File: src/rtl/assert_macros.svh
// Assertion macros shared by the arm command kinematics RTL.
`ifndef ASSERT_MACROS_SVH
`define ASSERT_MACROS_SVH

// Plain clocked property, checked outside reset.
`define ACFK_ASSERT(label, prop, msg) \
  label: assert property (@(posedge clk) disable iff (!rst_n) (prop)) else $error(msg);

// Same-cycle implication.
`define ACFK_ASSERT_IMP(label, ante, cons, msg) \
  label: assert property (@(posedge clk) disable iff (!rst_n) (ante) |-> (cons)) else $error(msg);

// Next-cycle implication.
`define ACFK_ASSERT_NXT(label, ante, cons, msg) \
  label: assert property (@(posedge clk) disable iff (!rst_n) (ante) |=> (cons)) else $error(msg);

`endif

File: src/rtl/acfk_pkg.sv
// Types, constants and helper functions for the arm command kinematics block.
package acfk_pkg;

  localparam int JOINT_COUNT = 3;
  localparam int JIDX_W      = 2;
  localparam int ANG_W       = 16;
  localparam int LEN_W       = 16;
  localparam int SUM_W       = 18;
  localparam int CW          = 20;
  localparam int PROD_W      = 37;
  localparam int ACC_W       = 39;
  localparam int POS_W       = 20;
  localparam int CFG_IDX_W   = 3;
  localparam int CFG_DATA_W  = 16;
  localparam int ATAN_IDX_W  = 5;

  localparam logic signed [SUM_W-1:0] PI_Q13      = 18'sd25736;
  localparam logic signed [SUM_W-1:0] TWO_PI_Q13  = 18'sd51472;
  localparam logic signed [SUM_W-1:0] HALF_PI_Q13 = 18'sd12868;
  localparam logic signed [CW-1:0]    GAIN_Q16    = 20'sd39797;

  localparam logic signed [ACC_W-1:0] ROUND_BIAS = 39'sd32768;
  localparam logic signed [ACC_W-1:0] POS_MAX    = 39'sd524287;
  localparam logic signed [ACC_W-1:0] POS_MIN    = -39'sd524288;

  typedef enum logic [1:0] {
    OP_INIT     = 2'd0,
    OP_HOME     = 2'd1,
    OP_MOVE     = 2'd2,
    OP_SHUTDOWN = 2'd3
  } op_t;

  typedef enum logic [CFG_IDX_W-1:0] {
    REG_LINK_LEN_A   = 3'd0,
    REG_LINK_LEN_B   = 3'd1,
    REG_LINK_LEN_C   = 3'd2,
    REG_HOME_ANGLE_A = 3'd3,
    REG_HOME_ANGLE_B = 3'd4,
    REG_HOME_ANGLE_C = 3'd5
  } cfg_reg_t;

  typedef enum logic [2:0] {
    ST_IDLE,
    ST_START,
    ST_WAIT,
    ST_MUL_S,
    ST_ACC,
    ST_OUT
  } fk_state_t;

  typedef enum logic [2:0] {
    CS_IDLE,
    CS_WRAP,
    CS_FOLD,
    CS_ROT,
    CS_DONE
  } cordic_state_t;

  // atan(2^-i) in Q.16, rounded to nearest; zero from step 17 on
  function automatic logic [16:0] atan_q16(input logic [ATAN_IDX_W-1:0] idx);
    logic [16:0] v;
    unique case (idx)
      5'd0:    v = 17'd51472;
      5'd1:    v = 17'd30386;
      5'd2:    v = 17'd16055;
      5'd3:    v = 17'd8150;
      5'd4:    v = 17'd4091;
      5'd5:    v = 17'd2047;
      5'd6:    v = 17'd1024;
      5'd7:    v = 17'd512;
      5'd8:    v = 17'd256;
      5'd9:    v = 17'd128;
      5'd10:   v = 17'd64;
      5'd11:   v = 17'd32;
      5'd12:   v = 17'd16;
      5'd13:   v = 17'd8;
      5'd14:   v = 17'd4;
      5'd15:   v = 17'd2;
      5'd16:   v = 17'd1;
      default: v = 17'd0;
    endcase
    return v;
  endfunction

  // Round Q.28 to Q.12 (floor after bias) and clamp to the position range
  function automatic logic signed [POS_W-1:0] round_sat(input logic signed [ACC_W-1:0] acc);
    logic signed [ACC_W-1:0] r;
    logic signed [POS_W-1:0] res;
    r = (acc + ROUND_BIAS) >>> 16;
    if (r > POS_MAX) begin
      res = POS_MAX[POS_W-1:0];
    end else if (r < POS_MIN) begin
      res = POS_MIN[POS_W-1:0];
    end else begin
      res = r[POS_W-1:0];
    end
    return res;
  endfunction

endpackage

File: src/rtl/acfk_if.sv
// Handshake channel interfaces: command input, result output, register writes.
interface acfk_cmd_if;
  import acfk_pkg::*;
  logic                    valid;
  logic                    ready;
  logic [1:0]              op;
  logic signed [ANG_W-1:0] target_a;
  logic signed [ANG_W-1:0] target_b;
  logic signed [ANG_W-1:0] target_c;
  modport source (output valid, op, target_a, target_b, target_c, input ready);
  modport sink   (input valid, op, target_a, target_b, target_c, output ready);
endinterface

interface acfk_res_if;
  import acfk_pkg::*;
  logic                    valid;
  logic                    ready;
  logic                    status;
  logic                    pos_valid;
  logic signed [POS_W-1:0] pos_x;
  logic signed [POS_W-1:0] pos_y;
  logic                    is_initialized;
  logic                    is_home;
  modport source (output valid, status, pos_valid, pos_x, pos_y, is_initialized, is_home,
                  input ready);
  modport sink   (input valid, status, pos_valid, pos_x, pos_y, is_initialized, is_home,
                  output ready);
endinterface

interface acfk_cfg_if;
  import acfk_pkg::*;
  logic                  valid;
  logic                  ready;
  logic [CFG_IDX_W-1:0]  index;
  logic [CFG_DATA_W-1:0] data;
  modport source (output valid, index, data, input ready);
  modport sink   (input valid, index, data, output ready);
endinterface

File: src/rtl/acfk_cordic.sv
// Iterative rotation-mode CORDIC: range reduction, quadrant fold, one step per cycle.
`include "assert_macros.svh"

module acfk_cordic #(
  parameter int CORDIC_STEPS = 16
) (
  input  logic                              clk,
  input  logic                              rst_n,
  input  logic                              start,
  input  logic signed [acfk_pkg::SUM_W-1:0] angle,
  output logic                              done,
  output logic signed [acfk_pkg::CW-1:0]    cos_o,
  output logic signed [acfk_pkg::CW-1:0]    sin_o
);
  import acfk_pkg::*;

  localparam int STEP_W = (CORDIC_STEPS > 1) ? $clog2(CORDIC_STEPS) : 1;

  cordic_state_t           state_r, state_nxt;
  logic signed [SUM_W-1:0] a_r;
  logic                    neg_r;
  logic signed [CW-1:0]    x_r, y_r, z_r;
  logic [STEP_W-1:0]       step_r;

  logic signed [CW-1:0]    a_ext, a_fold, dx, dy, at;
  logic                    fold_neg;
  logic                    last_step;

  assign last_step = (step_r == STEP_W'(CORDIC_STEPS - 1));

  always_comb begin
    state_nxt = state_r;
    unique case (state_r)
      CS_IDLE: if (start) state_nxt = CS_WRAP;
      CS_WRAP: if (a_r <= PI_Q13 && a_r >= -PI_Q13) state_nxt = CS_FOLD;
      CS_FOLD: state_nxt = CS_ROT;
      CS_ROT:  if (last_step) state_nxt = CS_DONE;
      CS_DONE: state_nxt = CS_IDLE;
      default: state_nxt = CS_IDLE;
    endcase
  end

  always_comb begin
    done  = (state_r == CS_DONE);
    cos_o = neg_r ? -x_r : x_r;
    sin_o = neg_r ? -y_r : y_r;
  end

  // fold into +-pi/2, remember to negate both results
  always_comb begin
    a_ext    = CW'(a_r);
    a_fold   = a_ext;
    fold_neg = 1'b0;
    if (a_r > HALF_PI_Q13) begin
      a_fold   = a_ext - CW'(PI_Q13);
      fold_neg = 1'b1;
    end else if (a_r < -HALF_PI_Q13) begin
      a_fold   = a_ext + CW'(PI_Q13);
      fold_neg = 1'b1;
    end
  end

  assign dx = y_r >>> step_r;
  assign dy = x_r >>> step_r;
  assign at = signed'(CW'(atan_q16(ATAN_IDX_W'(step_r))));

  always_ff @(posedge clk) begin
    if (!rst_n) begin
      state_r <= CS_IDLE;
    end else begin
      state_r <= state_nxt;
    end
  end

  always_ff @(posedge clk) begin
    unique case (state_r)
      CS_IDLE: begin
        if (start) a_r <= angle;
      end
      CS_WRAP: begin
        if (a_r > PI_Q13) begin
          a_r <= a_r - TWO_PI_Q13;
        end else if (a_r < -PI_Q13) begin
          a_r <= a_r + TWO_PI_Q13;
        end
      end
      CS_FOLD: begin
        neg_r  <= fold_neg;
        z_r    <= a_fold <<< 3;
        x_r    <= GAIN_Q16;
        y_r    <= '0;
        step_r <= '0;
      end
      CS_ROT: begin
        if (!z_r[CW-1]) begin
          x_r <= x_r - dx;
          y_r <= y_r + dy;
          z_r <= z_r - at;
        end else begin
          x_r <= x_r + dx;
          y_r <= y_r - dy;
          z_r <= z_r + at;
        end
        step_r <= step_r + 1'b1;
      end
      default: begin
      end
    endcase
  end

  `ACFK_ASSERT_NXT(a_done_pulse, done, !done, "cordic done held longer than one cycle")
  `ACFK_ASSERT_IMP(a_start_idle, start, state_r == CS_IDLE, "cordic started while busy")
  `ACFK_ASSERT_IMP(a_fold_range, state_r == CS_FOLD, a_r <= PI_Q13 && a_r >= -PI_Q13,
                   "angle not reduced to +-pi before fold")

endmodule

File: src/rtl/arm_command_forward_kinematics_top.sv
// Arm command sequencer with planar three-link forward kinematics.
//
//   channel  | port    | direction | transfer carries
//   ---------+---------+-----------+--------------------------------------------
//   command  | in_ch   | sink      | op, target_a, target_b, target_c
//   result   | out_ch  | source    | status, pos_valid, pos_x, pos_y, flags
//   config   | cfg_ch  | sink      | index, data (always ready)
//
// Init, shutdown and a refused move go from idle straight to the output state.
// Home and an accepted move run the shared CORDIC once per joint, through the
// states START, WAIT, MUL_S and ACC; WAIT lasts until the CORDIC is done.
// The command channel is ready only while the sequencer is idle.
// A result waits in the output register; a stalled result channel holds the sequencer.
// Synchronous active-low reset restores link lengths 1.0, home angles 0, flags clear.
`include "assert_macros.svh"

module arm_command_forward_kinematics_top #(
  parameter int CORDIC_STEPS = 16
) (
  input  logic        clk,
  input  logic        rst_n,
  acfk_cmd_if.sink    in_ch,
  acfk_res_if.source  out_ch,
  acfk_cfg_if.sink    cfg_ch
);
  import acfk_pkg::*;

  fk_state_t               state_r, state_nxt;
  logic                    ready_flag_r, home_flag_r;
  logic signed [ANG_W-1:0] joint_r [JOINT_COUNT];
  logic [LEN_W-1:0]        len_r   [JOINT_COUNT];
  logic signed [ANG_W-1:0] home_r  [JOINT_COUNT];
  logic [JIDX_W-1:0]       j_r;

  logic signed [SUM_W-1:0]  sum_r, sum_nxt;
  logic signed [PROD_W-1:0] prod_r, prod_nxt;
  logic signed [ACC_W-1:0]  acc_x_r, acc_y_r;
  logic                     status_p_r, kin_r;

  logic                    out_valid_r;
  logic                    out_status_r, out_pos_valid_r, out_init_r, out_home_r;
  logic signed [POS_W-1:0] out_x_r, out_y_r;

  logic                 in_fire, in_ready, out_load, last_joint, kin_cmd;
  logic                 cordic_start, cordic_done;
  logic signed [CW-1:0] cos_v, sin_v, mul_b;
  op_t                  op;

  assign op         = op_t'(in_ch.op);
  assign in_fire    = in_ch.valid && in_ready;
  assign last_joint = (j_r == JIDX_W'(JOINT_COUNT - 1));
  assign kin_cmd    = (op == OP_HOME) || (op == OP_MOVE && ready_flag_r);

  always_comb begin
    state_nxt = state_r;
    unique case (state_r)
      ST_IDLE:  if (in_fire) state_nxt = kin_cmd ? ST_START : ST_OUT;
      ST_START: state_nxt = ST_WAIT;
      ST_WAIT:  if (cordic_done) state_nxt = ST_MUL_S;
      ST_MUL_S: state_nxt = ST_ACC;
      ST_ACC:   state_nxt = last_joint ? ST_OUT : ST_START;
      ST_OUT:   if (out_load) state_nxt = ST_IDLE;
      default:  state_nxt = ST_IDLE;
    endcase
  end

  always_comb begin
    in_ready     = (state_r == ST_IDLE);
    cordic_start = (state_r == ST_START);
    out_load     = (state_r == ST_OUT) && (!out_valid_r || out_ch.ready);
  end

  assign in_ch.ready  = in_ready;
  assign cfg_ch.ready = 1'b1;

  // running joint angle sum, exact in Q.13
  assign sum_nxt = ((j_r == '0) ? '0 : sum_r) + SUM_W'(joint_r[j_r]);

  assign mul_b    = (state_r == ST_WAIT) ? cos_v : sin_v;
  assign prod_nxt = PROD_W'($signed({1'b0, len_r[j_r]})) * PROD_W'(mul_b);

  acfk_cordic #(
    .CORDIC_STEPS (CORDIC_STEPS)
  ) u_cordic (
    .clk   (clk),
    .rst_n (rst_n),
    .start (cordic_start),
    .angle (sum_nxt),
    .done  (cordic_done),
    .cos_o (cos_v),
    .sin_o (sin_v)
  );

  always_ff @(posedge clk) begin
    if (!rst_n) begin
      state_r      <= ST_IDLE;
      ready_flag_r <= 1'b0;
      home_flag_r  <= 1'b0;
      out_valid_r  <= 1'b0;
      j_r          <= '0;
      for (int k = 0; k < JOINT_COUNT; k++) begin
        joint_r[k] <= '0;
        len_r[k]   <= LEN_W'(4096);
        home_r[k]  <= '0;
      end
    end else begin
      state_r <= state_nxt;

      if (cfg_ch.valid) begin
        unique case (cfg_reg_t'(cfg_ch.index))
          REG_LINK_LEN_A:   len_r[0]  <= cfg_ch.data;
          REG_LINK_LEN_B:   len_r[1]  <= cfg_ch.data;
          REG_LINK_LEN_C:   len_r[2]  <= cfg_ch.data;
          REG_HOME_ANGLE_A: home_r[0] <= signed'(cfg_ch.data);
          REG_HOME_ANGLE_B: home_r[1] <= signed'(cfg_ch.data);
          REG_HOME_ANGLE_C: home_r[2] <= signed'(cfg_ch.data);
          default: begin
          end
        endcase
      end

      if (in_fire) begin
        j_r <= '0;
        unique case (op)
          OP_INIT: begin
            ready_flag_r <= 1'b1;
            for (int k = 0; k < JOINT_COUNT; k++) joint_r[k] <= '0;
          end
          OP_HOME: begin
            home_flag_r <= 1'b1;
            for (int k = 0; k < JOINT_COUNT; k++) joint_r[k] <= home_r[k];
          end
          OP_MOVE: begin
            // refused move leaves state alone
            if (ready_flag_r) begin
              home_flag_r <= 1'b0;
              joint_r[0]  <= in_ch.target_a;
              joint_r[1]  <= in_ch.target_b;
              joint_r[2]  <= in_ch.target_c;
            end
          end
          OP_SHUTDOWN: begin
            ready_flag_r <= 1'b0;
            home_flag_r  <= 1'b0;
            for (int k = 0; k < JOINT_COUNT; k++) joint_r[k] <= '0;
          end
          default: begin
          end
        endcase
      end else if (state_r == ST_ACC && !last_joint) begin
        j_r <= j_r + 1'b1;
      end

      if (out_load) begin
        out_valid_r <= 1'b1;
      end else if (out_ch.ready) begin
        out_valid_r <= 1'b0;
      end
    end
  end

  always_ff @(posedge clk) begin
    if (in_fire) begin
      status_p_r <= (op == OP_MOVE) && !ready_flag_r;
      kin_r      <= kin_cmd;
      acc_x_r    <= '0;
      acc_y_r    <= '0;
    end
    if (state_r == ST_START) begin
      sum_r <= sum_nxt;
    end
    if ((state_r == ST_WAIT && cordic_done) || state_r == ST_MUL_S) begin
      prod_r <= prod_nxt;
    end
    if (state_r == ST_MUL_S) begin
      acc_x_r <= acc_x_r + ACC_W'(prod_r);
    end
    if (state_r == ST_ACC) begin
      acc_y_r <= acc_y_r + ACC_W'(prod_r);
    end
    if (out_load) begin
      out_status_r    <= status_p_r;
      out_pos_valid_r <= kin_r;
      out_x_r         <= kin_r ? round_sat(acc_x_r) : '0;
      out_y_r         <= kin_r ? round_sat(acc_y_r) : '0;
      out_init_r      <= ready_flag_r;
      out_home_r      <= home_flag_r;
    end
  end

  assign out_ch.valid          = out_valid_r;
  assign out_ch.status         = out_status_r;
  assign out_ch.pos_valid      = out_pos_valid_r;
  assign out_ch.pos_x          = out_x_r;
  assign out_ch.pos_y          = out_y_r;
  assign out_ch.is_initialized = out_init_r;
  assign out_ch.is_home        = out_home_r;

  `ACFK_ASSERT_IMP(a_refused_result, out_ch.valid && out_ch.status,
                   !out_ch.pos_valid && !out_ch.is_initialized,
                   "refused move reported a position or initialized arm")
  `ACFK_ASSERT_IMP(a_no_pos_zero, out_ch.valid && !out_ch.pos_valid,
                   out_ch.pos_x == '0 && out_ch.pos_y == '0,
                   "position fields not zero without kinematics")
  `ACFK_ASSERT_IMP(a_done_in_wait, cordic_done, state_r == ST_WAIT,
                   "cordic finished while sequencer not waiting")

endmodule

File: src/flat_wrapper.sv
// flat-port wrapper written by rule: the top's interface ports become plain ports
module arm_command_forward_kinematics_top_flat import acfk_pkg::*;
#(
  parameter int CORDIC_STEPS = 16
)
  (clk, rst_n, in_ch_valid, in_ch_op, in_ch_target_a, in_ch_target_b, in_ch_target_c, in_ch_ready, out_ch_valid, out_ch_status, out_ch_pos_valid, out_ch_pos_x, out_ch_pos_y, out_ch_is_initialized, out_ch_is_home, out_ch_ready, cfg_ch_valid, cfg_ch_index, cfg_ch_data, cfg_ch_ready);
  acfk_cmd_if in_ch_i ();
  acfk_res_if out_ch_i ();
  acfk_cfg_if cfg_ch_i ();
  input  logic clk;
  input  logic rst_n;
  input wire logic [$bits(in_ch_i.valid)-1:0] in_ch_valid;
  input wire logic [$bits(in_ch_i.op)-1:0] in_ch_op;
  input wire logic [$bits(in_ch_i.target_a)-1:0] in_ch_target_a;
  input wire logic [$bits(in_ch_i.target_b)-1:0] in_ch_target_b;
  input wire logic [$bits(in_ch_i.target_c)-1:0] in_ch_target_c;
  output wire logic [$bits(in_ch_i.ready)-1:0] in_ch_ready;
  output wire logic [$bits(out_ch_i.valid)-1:0] out_ch_valid;
  output wire logic [$bits(out_ch_i.status)-1:0] out_ch_status;
  output wire logic [$bits(out_ch_i.pos_valid)-1:0] out_ch_pos_valid;
  output wire logic [$bits(out_ch_i.pos_x)-1:0] out_ch_pos_x;
  output wire logic [$bits(out_ch_i.pos_y)-1:0] out_ch_pos_y;
  output wire logic [$bits(out_ch_i.is_initialized)-1:0] out_ch_is_initialized;
  output wire logic [$bits(out_ch_i.is_home)-1:0] out_ch_is_home;
  input wire logic [$bits(out_ch_i.ready)-1:0] out_ch_ready;
  input wire logic [$bits(cfg_ch_i.valid)-1:0] cfg_ch_valid;
  input wire logic [$bits(cfg_ch_i.index)-1:0] cfg_ch_index;
  input wire logic [$bits(cfg_ch_i.data)-1:0] cfg_ch_data;
  output wire logic [$bits(cfg_ch_i.ready)-1:0] cfg_ch_ready;
  assign in_ch_i.valid = in_ch_valid;
  assign in_ch_i.op = in_ch_op;
  assign in_ch_i.target_a = in_ch_target_a;
  assign in_ch_i.target_b = in_ch_target_b;
  assign in_ch_i.target_c = in_ch_target_c;
  assign in_ch_ready = in_ch_i.ready;
  assign out_ch_valid = out_ch_i.valid;
  assign out_ch_status = out_ch_i.status;
  assign out_ch_pos_valid = out_ch_i.pos_valid;
  assign out_ch_pos_x = out_ch_i.pos_x;
  assign out_ch_pos_y = out_ch_i.pos_y;
  assign out_ch_is_initialized = out_ch_i.is_initialized;
  assign out_ch_is_home = out_ch_i.is_home;
  assign out_ch_i.ready = out_ch_ready;
  assign cfg_ch_i.valid = cfg_ch_valid;
  assign cfg_ch_i.index = cfg_ch_index;
  assign cfg_ch_i.data = cfg_ch_data;
  assign cfg_ch_ready = cfg_ch_i.ready;
  arm_command_forward_kinematics_top #(.CORDIC_STEPS(CORDIC_STEPS)) u_core (.clk(clk), .rst_n(rst_n), .in_ch(in_ch_i), .out_ch(out_ch_i), .cfg_ch(cfg_ch_i));
endmodule
File: config.mk
export PLATFORM = sky130hd
export DESIGN_NAME = arm_command_forward_kinematics_top_flat
export DESIGN_NICKNAME = d
export VERILOG_FILES = /design/src/rtl/acfk_pkg.sv /design/src/rtl/acfk_if.sv /design/src/rtl/acfk_cordic.sv /design/src/rtl/arm_command_forward_kinematics_top.sv /design/src/flat_wrapper.sv
export VERILOG_INCLUDE_DIRS = /design/src /design/src/rtl
export SDC_FILE = /design/constraint.sdc
export NUM_CORES = 2
export LEC_CHECK = 0
export BUFFER_PORTS_ARGS = -buffer_cell sky130_fd_sc_hd__buf_2
export CORE_AREA = 2 2 309 311
export CTS_CLUSTER_DIAMETER = 150
export DETAILED_ROUTE_END_ITERATION = 16
export DIE_AREA = 0 0 311 313
export HOLD_SLACK_MARGIN = 0.08
export PLACE_DENSITY = 0.71
export REMOVE_ABC_BUFFERS = 1
export SYNTH_ARGS = -nofsm -noshare
export SYNTH_HDL_FRONTEND = slang
export SYNTH_SLANG_ARGS = --single-unit
File: constraint.sdc
create_clock -name clk -period 7.9 [get_ports clk]
set_input_delay 1.185 -clock clk [delete_from_list [all_inputs] [get_ports clk]]
set_output_delay 1.185 -clock clk [all_outputs]
set_load 0.01 [all_outputs]
==> reports/metrics.cfg <==
[worst_setup_path]
reg2reg_from = u_core.u_cordic.y_r[2]$_SDFFCE_PN0N_
rr_endpoint = u_core.prod_r[34]$_DFFE_PP_
rrSetupSlack_ns = -0.45
slowest_delay_ns = 0.55
path_common_cell = fa_1
required_ns = 8.28
worstSetupPathType = flip-flop to flip-flop
cp.arrival_ns = 8.73
cp_slowest_cell = fa_1
worst-path-max-fanout = 5
cp-start-kind = flip-flop
ff2ff_path_depth = 30
cp-end-kind = flip-flop

[timing]
drv_slew = 0
relSlewSlack = 0.1594
holdWs_ns = 0.4314
tightest_slew_ns = 1.261
fin_crit_ns = 8.354
grt_setup_unrepaired = true
setup_viol = 10
skew_ns = 0.04979
fin_crit_sh = 1.058
clock.fmax_mhz = 119.7
fin_ws_ns = -0.4543
finalHoldViolCount = 0

[synthesis]
yosysMostFrequentCell = nor2_1
synth_enable_flop_cells = 406
avgSynthCellArea_um2 = 9.403
muxShareOfSynthArea = 0.04605
syn_area_mm2 = 0.04190
synthSimpleGateAreaFrac = 0.1598
async_flop_share = 0
synth_ff_type = edfxtp_1
yosysTopAreaCellShare = 0.2910
synth_adder_area_share = 0.2387
synth_top_family_by_area = adder cells
synth-compound-area-share = 0.1319
ys_seq_area_frac = 0.3048
ys_ff_latch = 435
yosys_warnings = 0
synthCells = 4456
yosys.area.top_type = edfxtp_1
synth_xor_area_frac = 0.05727
synth.top_cells.by_count = nor2_1, inv_1, nand2_1
synthTopCellsByArea = edfxtp_1, fa_1, ha_1, nor2_1, inv_1
ys_types = 92

[cts]
htreeDepth = 2
cts_buffers = 52
cts-root-buf = clkbuf_16
tritoncts = built
clkTransAtPathRegs_ns = 0.06
holdBufCountCts = 0
cts_buffer_depth = 3
clk_latency_ns = 0.66
clock_sinks = 435

[route]
dr.pass1.iters = 6
drc = 0
vias_per_cell = 5.492
drtIter0Drc = 2536
wirelength_um = 108600
wl_per_cell_um = 17.87
ant_nets = 0
vias = 33360

[place]
place.detailed.hpwl_um = 84810
preCtsSetupSlack_ns = -0.7804
io_buffers = 119
gp_congestion = 0.9334

[die]
die_y_um = 313
die_w_um = 311
rows = 113
ios = 121
start_util = 0.4450
core_mm2 = 0.09416
fp.dieArea_mm2 = 0.09734

[min_path]
holdPathStages = 0
hold_end = u_core.out_ch.is_home$_DFFE_PP_
hp-class = flip-flop to flip-flop
hold_start = u_core.home_flag_r$_SDFFE_PN0P_

[cells_and_area]
synthToLayoutAreaGrowth_pct = 15.01
layout.nets = 5443
final_layout_size_suffix_gt1_frac = 0.1508
fillers = 8606
num_antenna_cells = 0

[global_routing]
use_met3 = 0.03381
first_global_vias = 32830
grt_pass1_wl_um = 172900
gr-usage-met1 = 0.2871
track_usage = 0.2190
met2_usage = 0.3700
top_usage_layer = met2
globalRoute.totalOverflow = 0
antenna_found_initial = 2
grt_max_degree = 72

[job]
maxCapViolCount = 0

[run_status]
status = finished with violations
violations = setup timing

-- metrics by stage --
stage | utilization | instances | instance area (um2) | setup TNS, ns
after detailed placement | 0.4849 | 5951 | 45660 | -6.624
after global routing | 0.5117 | 6074 | 48190 | -6.302
after floorplan | - | 4268 | 41140 | -4.183
final | 0.5117 | 6074 | 48190 | -2.229
after global placement | 0.4849 | 5951 | 45660 | -4.942
after CTS | 0.5072 | 6061 | 47760 | -2.272
-- state kept, by name, summed over array words and instances (netlist names), 37 cells and up, named ones only --
name and flops:
u_core.joint_r 48, u_core.acc_x_r 39, u_core.len_r 48, u_core.prod_r 37
u_core.home_r 48, u_core.acc_y_r 39
-- repair_timing --
| action | CTS | global route |
|---|---|---|
| endpoints found under the setup margin | 19 | 19 |
| endpoints found under the hold margin | 0 | 0 |
| pin swaps | 24 | 53 |
| resized for setup | 47 | 78 |
| buffers inserted | 15 | 13 |
-- critical path, delay by kind of cell (launching register included) --
| family | cells | cell delay [ns] |
|---|---|---|
| DFF | 1 | 0.37 |
| AOI/OAI and AO/OA | 10 | 1.72 |
| and+or+nand+nor | 8 | 2.13 |
| adders and majority gates | 7 | 3.41 |
| xor gates and xnor gates | 1 | 0.12 |
| buffers and inverters | 4 | 0.31 |
-- cells in the final DEF, fill, tap and decap left out, types with 12 or more instances in the layout --
master	n
or3_1	31
o211ai_1	20
inv_1	468
and3_1	50
buf_4	318
mux4_2	38
clkbuf_16	52
inv_2	14
and2_1	64
buf_2	119
nor3b_1	12
nand3_1	79
o21bai_1	27
a21oi_1	232
o31ai_1	15
xnor2_1	148
o22ai_1	16
nor3_1	88
nor2_1	488
o21ai_0	194
o21ai_1	22
a21o_1	81
fa_1	316
edfxtp_1	406
nor2b_1	52
o21a_1	35
mux2_2	25
a211oi_1	22
nand2b_1	64
mux2i_1	78
nand4_1	22
ha_1	266
nand2_1	402
ha_4	12
a31oi_1	31
a22oi_1	52
xor2_1	123
dfxtp_1	27
-- layout make-up --
cell class / instances / area [um2] / share of cell area
multi-input combinational: 3349 / 27140 / 0.5632
sequential: 435 / 12770 / 0.2651
timing repair buffer: 445 / 3094 / 0.06421
inverter: 484 / 1817 / 0.03770
tap: 1265 / 1583 / 0.03285
clock buffer: 62 / 1339 / 0.02778
clock inverter: 34 / 440.4 / 0.009140
-- cells by family after synthesis --
logic type,Yosys count
AO/OA/AOI/OAI,873
XOR/XNOR,274
adder cells (fa/ha/maj),607
buffers and inverters,672
flip-flops,435
multiplexers,142
other,1
AND/OR/NAND/NOR,1452
-- worst max path at each step --
stage | from | slack [ns] | cells after the start | endpoint
after floorplan | u_core.u_cordic.y_r[2]$_SDFFCE_PN0N_ | -0.73 | 30 | u_core.prod_r[34]$_DFFE_PP_
after global placement | u_core.u_cordic.y_r[2]$_SDFFCE_PN0N_ | -0.66 | 29 | u_core.prod_r[33]$_DFFE_PP_
after detailed placement | u_core.u_cordic.y_r[2]$_SDFFCE_PN0N_ | -0.78 | 32 | u_core.prod_r[33]$_DFFE_PP_
after CTS | u_core.u_cordic.y_r[2]$_SDFFCE_PN0N_ | -0.39 | 30 | u_core.prod_r[34]$_DFFE_PP_
after global routing | u_core.u_cordic.y_r[2]$_SDFFCE_PN0N_ | -0.73 | 30 | u_core.prod_r[34]$_DFFE_PP_
final | u_core.u_cordic.y_r[2]$_SDFFCE_PN0N_ | -0.45 | 30 | u_core.prod_r[34]$_DFFE_PP_
-- routing by layer --
metal | wire length (um) | up-vias
li1 | - | 15970
met1 | 46130 | 16080
met2 | 51850 | 1084
met3 | 6971 | 219
met4 | 3608 | 2
met5 | 13 | -
Power is not shown: default switching activity piles up to over one toggle a cycle in this logic, so the estimate is an artifact.
